$ cat src/rtl/sam_pkg.sv
// Package for the sensor alert monitor: rule and item types, kind codes,
// stream widths and the value sign-extension helper.
// No dependencies; every other file imports it.
package sam_pkg;

    // Field widths fixed by the stream format
    localparam int SENSOR_W    = 8;
    localparam int STAMP_W     = 32;
    localparam int VALUE_W     = 32;
    localparam int SLOT_W      = 2;
    localparam int KIND_W      = 2;
    localparam int CFG_INDEX_W = 8;
    localparam int CFG_DATA_W  = 42;

    // Stream bus widths (tdata padded to whole bytes)
    localparam int S_TDATA_W = 72;
    localparam int M_TDATA_W = 112;
    localparam int M_TUSER_W = 2;

    // At most this many alerts leave per reading
    localparam int MAX_ALERTS  = 4;
    localparam int ALERT_CNT_W = 3;

    // Rule kinds (bits 1:0 of a rule register)
    localparam logic [1:0] RULE_OFF   = 2'd0;
    localparam logic [1:0] RULE_ABOVE = 2'd1;
    localparam logic [1:0] RULE_BELOW = 2'd2;
    localparam logic [1:0] RULE_STUCK = 2'd3;

    // Alert kinds
    localparam logic [KIND_W-1:0] ALERT_ABOVE = 2'd0;
    localparam logic [KIND_W-1:0] ALERT_BELOW = 2'd1;
    localparam logic [KIND_W-1:0] ALERT_STUCK = 2'd2;

    // Packed rule: kind in the low bits, threshold/window at the top
    typedef struct packed {
        logic [VALUE_W-1:0]  threshold;
        logic [SENSOR_W-1:0] sensor;
        logic [1:0]          kind;
    } rule_t;

    // One reading after capture; value already sign-extended
    typedef struct packed {
        logic [SENSOR_W-1:0]       sensor;
        logic [STAMP_W-1:0]        stamp;
        logic signed [VALUE_W-1:0] value;
    } item_t;

    // Emitter status seen by the front end
    typedef struct packed {
        logic busy;   // a reading's alerts are still being sent
        logic free;   // pending slot can take a new reading this cycle
    } emit_status_t;

    // Sign-extend the low (VALUE_W - shift) bits of v to the full width
    function automatic logic signed [VALUE_W-1:0] sext_value(
        input logic [VALUE_W-1:0] v,
        input int unsigned        shift
    );
        logic signed [VALUE_W-1:0] t;
        t = $signed(v << shift);
        return t >>> shift;
    endfunction

endpackage

$ cat src/rtl/sam_rule_eval.sv
// Rule evaluation for the sensor alert monitor: per-slot run tracking state
// and the fire mask of the reading held in the input register.
// Depends on sam_pkg.
module sam_rule_eval import sam_pkg::*; #(
    parameter int RULE_COUNT = 4,
    parameter int VALUE_BITS = 32
) (
    input  logic                  aclk,
    input  logic                  aresetn,
    input  item_t                 item,
    input  logic                  bad,
    input  logic                  commit,
    input  rule_t [RULE_COUNT-1:0] rules,
    input  logic [RULE_COUNT-1:0] clear,
    output logic [RULE_COUNT-1:0] fire_mask
);

    localparam int unsigned SHIFT = VALUE_W - VALUE_BITS;

    logic [VALUE_BITS-1:0] prev_reg [RULE_COUNT];
    logic [VALUE_W-1:0]    run_reg  [RULE_COUNT];
    logic [RULE_COUNT-1:0] fire;

    for (genvar i = 0; i < RULE_COUNT; i++) begin : g_lane
        logic                      match;
        logic                      same;
        logic [VALUE_W-1:0]        run_next;
        logic signed [VALUE_W-1:0] th;

        assign match = (rules[i].sensor == item.sensor);
        assign same  = (run_reg[i] != '0) && (prev_reg[i] == item.value[VALUE_BITS-1:0]);
        assign th    = sext_value(rules[i].threshold, SHIFT);

        // Run length including this reading, saturating
        always_comb begin
            if (!same) begin
                run_next = VALUE_W'(1);
            end else if (run_reg[i] == '1) begin
                run_next = run_reg[i];
            end else begin
                run_next = run_reg[i] + VALUE_W'(1);
            end
        end

        // Fire decision per rule kind
        always_comb begin
            case (rules[i].kind)
                RULE_OFF:   fire[i] = 1'b0;
                RULE_ABOVE: fire[i] = item.value > th;
                RULE_BELOW: fire[i] = item.value < th;
                RULE_STUCK: fire[i] = !rules[i].threshold[VALUE_W-1]
                                      && (rules[i].threshold != '0)
                                      && (run_next >= rules[i].threshold);
                default:    fire[i] = 1'b0;
            endcase
            fire[i] = fire[i] && match && !bad;
        end

        // Run state: cleared on a rule write, updated on every matching reading
        always_ff @(posedge aclk) begin
            if (!aresetn || clear[i]) begin
                prev_reg[i] <= '0;
                run_reg[i]  <= '0;
            end else if (commit && match) begin
                prev_reg[i] <= item.value[VALUE_BITS-1:0];
                run_reg[i]  <= run_next;
            end
        end
    end

    // Keep only the first MAX_ALERTS firing rules in slot order
    always_comb begin
        logic [ALERT_CNT_W-1:0] cnt;
        cnt = '0;
        for (int i = 0; i < RULE_COUNT; i++) begin
            fire_mask[i] = fire[i] && (cnt < ALERT_CNT_W'(MAX_ALERTS));
            if (fire_mask[i]) begin
                cnt = cnt + ALERT_CNT_W'(1);
            end
        end
    end

endmodule

$ cat src/rtl/sam_alert_emit.sv
// Alert emitter for the sensor alert monitor: holds one reading's fire mask
// and sends one alert per cycle while m_tready is high, in slot order, through an output register.
// Depends on sam_pkg.
module sam_alert_emit import sam_pkg::*; #(
    parameter int RULE_COUNT = 4,
    parameter int VALUE_BITS = 32
) (
    input  logic                   aclk,
    input  logic                   aresetn,
    input  logic                   load,
    input  item_t                  item,
    input  logic [RULE_COUNT-1:0]  fire_mask,
    input  rule_t [RULE_COUNT-1:0] rules,
    output emit_status_t           status,
    output logic                   m_tvalid,
    input  logic                   m_tready,
    output logic [M_TDATA_W-1:0]   m_tdata,
    output logic [M_TUSER_W-1:0]   m_tuser,
    output logic                   m_tlast
);

    localparam int unsigned SHIFT = VALUE_W - VALUE_BITS;

    logic                  busy_reg;
    logic [RULE_COUNT-1:0] mask_reg;
    item_t                 item_reg;

    logic                  out_valid_reg;
    logic [SENSOR_W-1:0]   out_sensor_reg;
    logic [STAMP_W-1:0]    out_stamp_reg;
    logic [SLOT_W-1:0]     out_slot_reg;
    logic [KIND_W-1:0]     out_kind_reg;
    logic [VALUE_W-1:0]    out_value_reg;
    logic [VALUE_W-1:0]    out_limit_reg;
    logic                  out_last_reg;

    logic                  can_emit;
    logic [RULE_COUNT-1:0] mask_next;
    logic                  last;
    rule_t                 sel_rule;
    logic [SLOT_W-1:0]     sel_slot;
    logic [KIND_W-1:0]     sel_kind;
    logic [VALUE_W-1:0]    sel_limit;

    // Lowest pending slot goes first
    always_comb begin
        logic found;
        found     = 1'b0;
        sel_rule  = rules[0];
        sel_slot  = '0;
        mask_next = mask_reg;
        for (int i = 0; i < RULE_COUNT; i++) begin
            if (!found && mask_reg[i]) begin
                found        = 1'b1;
                sel_rule     = rules[i];
                sel_slot     = SLOT_W'(i);
                mask_next[i] = 1'b0;
            end
        end
    end

    // Alert kind and reported limit from the selected rule
    always_comb begin
        case (sel_rule.kind)
            RULE_BELOW: begin
                sel_kind  = ALERT_BELOW;
                sel_limit = sext_value(sel_rule.threshold, SHIFT);
            end
            RULE_STUCK: begin
                sel_kind  = ALERT_STUCK;
                sel_limit = sel_rule.threshold;
            end
            default: begin
                sel_kind  = ALERT_ABOVE;
                sel_limit = sext_value(sel_rule.threshold, SHIFT);
            end
        endcase
    end

    assign can_emit    = busy_reg && (!out_valid_reg || m_tready);
    assign last        = (mask_next == '0);
    assign status.busy = busy_reg;
    assign status.free = !busy_reg || (can_emit && last);

    // Pending reading
    always_ff @(posedge aclk) begin
        if (!aresetn) begin
            busy_reg <= 1'b0;
        end else if (load) begin
            busy_reg <= 1'b1;
        end else if (can_emit && last) begin
            busy_reg <= 1'b0;
        end
    end

    always_ff @(posedge aclk) begin
        if (load) begin
            mask_reg <= fire_mask;
            item_reg <= item;
        end else if (can_emit) begin
            mask_reg <= mask_next;
        end
    end

    // Output register
    always_ff @(posedge aclk) begin
        if (!aresetn) begin
            out_valid_reg <= 1'b0;
        end else if (can_emit) begin
            out_valid_reg <= 1'b1;
        end else if (m_tready) begin
            out_valid_reg <= 1'b0;
        end
    end

    always_ff @(posedge aclk) begin
        if (can_emit) begin
            out_sensor_reg <= item_reg.sensor;
            out_stamp_reg  <= item_reg.stamp;
            out_slot_reg   <= sel_slot;
            out_kind_reg   <= sel_kind;
            out_value_reg  <= item_reg.value;
            out_limit_reg  <= sel_limit;
            out_last_reg   <= last;
        end
    end

    assign m_tvalid = out_valid_reg;
    assign m_tdata  = {6'd0, out_limit_reg, out_value_reg, out_slot_reg,
                       out_stamp_reg, out_sensor_reg};
    assign m_tuser  = out_kind_reg;
    assign m_tlast  = out_last_reg;

endmodule

$ cat src/rtl/sensor_alert_monitor_unit.sv
// Sensor alert monitor top level. An accepted reading passes the input register
// and the emitter's pending register; its first alert then leaves the output
// register on m_tvalid. Alerts follow one a cycle (up to 4) while m_tready is
// high, set by the single output register; a reading with no alert never waits on the emitter.
// Reset (aresetn low, synchronous) clears the rules, run state and all valids.
// Depends on sam_pkg, sam_rule_eval and sam_alert_emit.
module sensor_alert_monitor_unit import sam_pkg::*; #(
    parameter int RULE_COUNT = 4,
    parameter int VALUE_BITS = 32
) (
    input  logic                   aclk,
    input  logic                   aresetn,
    // Reading stream
    input  logic                   s_tvalid,
    output logic                   s_tready,
    input  logic [S_TDATA_W-1:0]   s_tdata,   // sensor[7:0], stamp[39:8], reading[71:40]
    input  logic                   s_tuser,   // bad_quality
    // Alert stream
    output logic                   m_tvalid,
    input  logic                   m_tready,
    output logic [M_TDATA_W-1:0]   m_tdata,   // alert_sensor[7:0], alert_stamp[39:8],
                                              // rule_slot[41:40], alert_value[73:42],
                                              // limit[105:74], zero[111:106]
    output logic [M_TUSER_W-1:0]   m_tuser,   // alert_kind[1:0]
    output logic                   m_tlast,   // final_res
    // Rule configuration
    input  logic                   cfg_valid,
    output logic                   cfg_ready,
    input  logic [CFG_INDEX_W-1:0] cfg_index,
    input  logic [CFG_DATA_W-1:0]  cfg_data
);

    localparam int unsigned SHIFT = VALUE_W - VALUE_BITS;

    rule_t [RULE_COUNT-1:0] rule_reg;
    logic [RULE_COUNT-1:0]  cfg_clear;

    logic                  in_valid_reg;
    item_t                 in_item_reg;
    logic                  in_bad_reg;

    logic [RULE_COUNT-1:0] eval_mask;
    emit_status_t          emit_stat;
    logic                  in_go;
    logic                  load;

    // Rule registers
    assign cfg_ready = 1'b1;

    for (genvar i = 0; i < RULE_COUNT; i++) begin : g_rule
        assign cfg_clear[i] = cfg_valid && (cfg_index == CFG_INDEX_W'(i));

        always_ff @(posedge aclk) begin
            if (!aresetn) begin
                rule_reg[i] <= '0;
            end else if (cfg_clear[i]) begin
                rule_reg[i] <= rule_t'(cfg_data);
            end
        end
    end

    // Input register: a reading leaves once its alerts have a place to go
    assign in_go    = in_valid_reg && ((eval_mask == '0) || emit_stat.free);
    assign load     = in_go && (eval_mask != '0);
    assign s_tready = !in_valid_reg || in_go;

    always_ff @(posedge aclk) begin
        if (!aresetn) begin
            in_valid_reg <= 1'b0;
        end else if (s_tready) begin
            in_valid_reg <= s_tvalid;
        end
    end

    always_ff @(posedge aclk) begin
        if (s_tvalid && s_tready) begin
            in_item_reg.sensor <= s_tdata[7:0];
            in_item_reg.stamp  <= s_tdata[39:8];
            in_item_reg.value  <= sext_value(s_tdata[71:40], SHIFT);
            in_bad_reg         <= s_tuser;
        end
    end

    sam_rule_eval #(
        .RULE_COUNT (RULE_COUNT),
        .VALUE_BITS (VALUE_BITS)
    ) u_eval (
        .aclk      (aclk),
        .aresetn   (aresetn),
        .item      (in_item_reg),
        .bad       (in_bad_reg),
        .commit    (in_go),
        .rules     (rule_reg),
        .clear     (cfg_clear),
        .fire_mask (eval_mask)
    );

    sam_alert_emit #(
        .RULE_COUNT (RULE_COUNT),
        .VALUE_BITS (VALUE_BITS)
    ) u_emit (
        .aclk      (aclk),
        .aresetn   (aresetn),
        .load      (load),
        .item      (in_item_reg),
        .fire_mask (eval_mask),
        .rules     (rule_reg),
        .status    (emit_stat),
        .m_tvalid  (m_tvalid),
        .m_tready  (m_tready),
        .m_tdata   (m_tdata),
        .m_tuser   (m_tuser),
        .m_tlast   (m_tlast)
    );

    // No reading may ask for more alerts than one result group holds
    a_alert_cap: assert property (@(posedge aclk) disable iff (!aresetn)
        in_valid_reg |-> $countones(eval_mask) <= MAX_ALERTS)
        else $error("fire mask exceeds alert cap");

    // A reading with alerts always lands in the emitter
    a_load_busy: assert property (@(posedge aclk) disable iff (!aresetn)
        load |=> emit_stat.busy)
        else $error("loaded reading not pending");

    // Back-pressure only while a held reading is blocked by the emitter
    a_stall_cause: assert property (@(posedge aclk) disable iff (!aresetn)
        !s_tready |-> in_valid_reg && emit_stat.busy && !emit_stat.free)
        else $error("input stalled without cause");

endmodule
$ cat config.mk
export PLATFORM = sky130hd
export DESIGN_NAME = sensor_alert_monitor_unit
export DESIGN_NICKNAME = d
export VERILOG_FILES = /design/src/rtl/sam_pkg.sv /design/src/rtl/sam_rule_eval.sv /design/src/rtl/sam_alert_emit.sv /design/src/rtl/sensor_alert_monitor_unit.sv
export SDC_FILE = /design/constraint.sdc
export NUM_CORES = 2
export LEC_CHECK = 0
export BUFFER_PORTS_ARGS = -buffer_cell sky130_fd_sc_hd__buf_2
export CORE_MARGIN = 3
export CORE_UTILIZATION = 30
export CTS_CLUSTER_DIAMETER = 60
export DETAILED_ROUTE_END_ITERATION = 10
export RECOVER_POWER = 100
export SKIP_LAST_GASP = 1
export SLEW_MARGIN = 0
export SYNTH_ARGS = -nofsm -noshare
export SYNTH_HDL_FRONTEND = slang
export SYNTH_SLANG_ARGS = --single-unit
export TNS_END_PERCENT = 20
$ cat constraint.sdc
create_clock -name aclk -period 23.6 [get_ports aclk]
set_input_delay 5.9 -clock aclk [delete_from_list [all_inputs] [get_ports aclk]]
set_output_delay 5.9 -clock aclk [all_outputs]
set_load 0.005 [all_outputs]
==> impl_results.md <==
* Asr flop ratio synth at 0
* Net total in the final layout at 4154
* Die Span X at 352.5 um
* Number of enable flip-flop cells after synthesis at 514
* Total routed wirelength at 118400 um
* Crit path DAT at 9.27 ns
* Internal power consumption at 2.128 mW
* Final period util at 0.6427
* Worst supply voltage drop on vdd at 0.04750 mV
* Critical path fanouts, max at 33
* Number of buffers between clock root and the deepest sink at 3
* Via count at 27.90k
* DR pass1 iterations at 6
* Outcome: finished, violations left
* Share of layout cells above drive strength 1 at 0.08547
* Failing checks: capacitance limit, slew limit
* Post-Route Skew at 0.02877 ns
* Number of setup violations in the final report at 0
* Crit-path slowest cell: sky130_fd_sc_hd__a311oi_1
* CTS tree: done
* Post-route DRC at 0
* Sequential power share at 0.485
* Worst slew pin tran at 5.054 ns
* Number of placement rows at 126
* Share of synthesized area occupied by flip-flops and latches at 0.5235
* Cell count after placement at 5274
* CP Capture Type: output pin
* Max-Cap Viols at 19
* H-tree Lvls at 3
* Ordered list of cells on the worst path: clkbuf_1, xnor2_1, nand4_1, nor4_1, o211ai_1, clkbuf_1, nor2_1, ha_1, a21oi_1, o21ai_0, a2111oi_0, o21ai_0, nand2_1, a21oi_1, o21ai_0, a21boi_0, ha_1, inv_1, or4b_2, a311oi_1, or3_2, buf_2
* Overall routing resource usage at 0.1847
* Later-pin clock latency in the skew report at 0.66 ns
* GR Overflow Total at 0
* Area of the die at 124300 um^2
* Register bit count reported by yosys at 685
* Count of buffers added by post-CTS timing repair for setup at 0
* Max transition margin at -2.369
* Final Hold Viols at 0
* Cell taking the most area after synthesis: sky130_fd_sc_hd__edfxtp_1
* Synthesis warning total at 0
* Post-synthesis to final-layout area growth at 14.88%
* TritonCTS sink count at 685
* PortBufs at 238
* Minimum setup slack in the final design at 8.432 ns
* Share of the synthesized area in the top cell type at 0.4285
* Clock network fraction of total power at 0.465
* Filler Cell Count at 12.07k
* Mean instance size in the synthesized netlist at 10.15 um^2
* Setup slack on the worst flop-to-flop path at 10.55 ns
* Biggest area contributors in the synthesized netlist: sky130_fd_sc_hd__edfxtp_1, sky130_fd_sc_hd__dfxtp_1, sky130_fd_sc_hd__ha_1
* Placer Congestion at 0.9406
* Number of vias per cell at 5.131
* Number of max-slew violations in the final report at 1045
* Buf+Inv Stages, Crit Path at 4
* Pwr/cell area at 67.24 nW/um^2
* Final-layout setup total negative slack at 0 ns
* Worst path top cell family by delay: compound AO/OA/AOI/OAI gates
* Post-route cell area at 41380 um^2
* Maximum number of pins on one net before global-route repair at 97
* Most frequent cell on the critical path: sky130_fd_sc_hd__o21ai_0
* Post-synth cell types at 78
* Avg WL per Cell at 21.78 um
* Minimum hold slack at 0.4142 ns
* Detailed-placement wirelength estimate at 84050 um
* Placeable core region at 118600 um^2
* Initial antenna violation count at 18
* Post-route non-filler standard cell count at 5437
* Leakage at 14.56 nW
* Category of the most critical setup path: reg2out
* Global-route wire length before repair at 173400 um
* Clock period minus worst slack at 15.17 ns
* Endpoint required time on the critical path at 17.70 ns
* Flip-flop count of the largest register after layout at 168
* CTS clock-pin slew for the worst setup and hold paths at 0.06 ns
* Sw Share at 0.2352
* Switching component of the power at 0.6546 mW
* Number of global-route vias before repair at 26.46k
* RSZ-0062 raised after global routing: false
* Starting density of the core at 0.3039
* Hold buffer count at CTS at 0
* Highest clock rate at 0.06593 GHz
* Y dimension of the die at 352.5 um
* Largest stage delay on the critical path at 1.35 ns
* Number of CTS-inserted buffers at 84
* Pre-CTS setup slack at 10.52 ns
* Area of placed instances at 38910 um^2
* Synthesized instance count at 3548
* Worst min-delay path category: reg2reg
* Detailed Route Iter0 Violations at 3040
* Most instantiated flip-flop cell in the synthesis netlist: sky130_fd_sc_hd__edfxtp_1
* Number of nets still failing antenna checks after routing at 0
* Share of total power in combinational logic at 0.050
* Cells resized by post-CTS repair at 0
* Buffer cell driving the clock tree root: sky130_fd_sc_hd__clkbuf_16
* Boundary Pins at 246
* Synthesized cell area at 36020 um^2
* Crit start category: flop
-- synth_stat cells, types with 4 or more instances --
| library cell | instances |
|---|---|
| sky130_fd_sc_hd__a2111oi_0 | 7 |
| sky130_fd_sc_hd__a211oi_1 | 10 |
| sky130_fd_sc_hd__a21o_1 | 34 |
| sky130_fd_sc_hd__a21oi_1 | 335 |
| sky130_fd_sc_hd__a31oi_1 | 6 |
| sky130_fd_sc_hd__and2_1 | 13 |
| sky130_fd_sc_hd__and3_1 | 147 |
| sky130_fd_sc_hd__and3b_1 | 4 |
| sky130_fd_sc_hd__and4_1 | 24 |
| sky130_fd_sc_hd__buf_2 | 18 |
| sky130_fd_sc_hd__buf_4 | 7 |
| sky130_fd_sc_hd__buf_8 | 10 |
| sky130_fd_sc_hd__clkbuf_1 | 134 |
| sky130_fd_sc_hd__dfxtp_1 | 171 |
| sky130_fd_sc_hd__edfxtp_1 | 514 |
| sky130_fd_sc_hd__ha_1 | 266 |
| sky130_fd_sc_hd__inv_1 | 156 |
| sky130_fd_sc_hd__mux2i_1 | 10 |
| sky130_fd_sc_hd__nand2_1 | 508 |
| sky130_fd_sc_hd__nand2b_1 | 14 |
| sky130_fd_sc_hd__nand3_1 | 64 |
| sky130_fd_sc_hd__nand4_1 | 127 |
| sky130_fd_sc_hd__nor2_1 | 366 |
| sky130_fd_sc_hd__nor2b_1 | 12 |
| sky130_fd_sc_hd__nor3_1 | 33 |
| sky130_fd_sc_hd__nor4_1 | 81 |
| sky130_fd_sc_hd__nor4b_1 | 5 |
| sky130_fd_sc_hd__o2111ai_1 | 4 |
| sky130_fd_sc_hd__o211ai_1 | 16 |
| sky130_fd_sc_hd__o21a_1 | 6 |
| sky130_fd_sc_hd__o21ai_0 | 89 |
| sky130_fd_sc_hd__o21ai_1 | 4 |
| sky130_fd_sc_hd__or2_2 | 4 |
| sky130_fd_sc_hd__or3_1 | 18 |
| sky130_fd_sc_hd__xnor2_1 | 164 |
| sky130_fd_sc_hd__xor2_1 | 105 |
-- power groups by stage --
stage,combinational (mW),sequential [mW],clock [mW]
finish,0.140,1.35,1.29
global route,0.153,1.35,1.37
CTS,0.144,1.35,1.32
detailed placement,0.143,1.37,0
global placement,0.141,1.37,0
floorplan,0.0806,1.37,0
-- routing by layer --
metal | wire, um | track usage | share of wire
met2 | 52510 | 0.2833 | 0.44
met5 | 40 | 0 | 0.00034
met4 | 5647 | 0.08616 | 0.048
met1 | 49430 | 0.2461 | 0.42
met3 | 10780 | 0.04360 | 0.091
-- cell usage in the layout (no fill, tap or decap), drive strengths merged, types with 64 or more instances in the layout --
cell type / synthesis / routed
dfxtp: 171 / 171
nand4: 127 / 127
and3: 147 / 147
ha: 266 / 266
xor2: 105 / 105
clkbuf: 134 / 228
nor2: 366 / 366
inv: 157 / 173
xnor2: 164 / 164
buf: 42 / 169
edfxtp: 514 / 514
nand3: 64 / 64
nand2: 508 / 508
o21ai: 93 / 93
nor4: 82 / 82
a21oi: 336 / 336
-- final cells by class --
cell class | count | area (um^2) | area share
Inverter | 157 | 590.6 | 0.01427
Timing Repair Buffer | 297 | 1371 | 0.03314
Multi-Input combinational cell | 2535 | 15800 | 0.3817
Antenna cell | 11 | 27.53 | 0.0006651
Tap cell | 1600 | 2002 | 0.04837
Sequential cell | 685 | 18860 | 0.4557
Clock inverter | 52 | 533.0 | 0.01288
Clock buffer | 100 | 2207 | 0.05333
-- metrics by stage --
stage | utilization | power [mW]
global route | 0.3490 | 2.876
finish | 0.3491 | 2.783
detailed placement | 0.3282 | 1.514
global placement | 0.3282 | 1.512
floorplan | - | 1.450
CTS | 0.3513 | 2.811
-- cells by family after synthesis --
kind of cell    after synthesis  share of synthesized area
other cells                   2                  0.0002085
simple gates               1435                     0.1887
mux                          10                   0.002779
buf+inv                     333                    0.04026
xor+xnor                    269                    0.06540
flops                       685                     0.5235
compound gates              547                    0.08649
fa+ha+maj                   267                    0.09267
-- final timing paths --
kind | depth (start not counted) | end | startpoint
worst min register to register | 0 | u_emit.out_value_reg[1]$_DFFE_PP_ | u_emit.item_reg[1]$_DFFE_PP_
worst min-delay path | 0 | u_emit.out_value_reg[1]$_DFFE_PP_ | u_emit.item_reg[1]$_DFFE_PP_
worst max-delay path | 22 | s_tready | in_item_reg[27]$_DFFE_PP_
worst max register to register | 23 | u_eval.run_reg[1][8]$_SDFFCE_PN0P_ | in_item_reg[27]$_DFFE_PP_
Note: power is estimated with default switching activity, not from simulation.
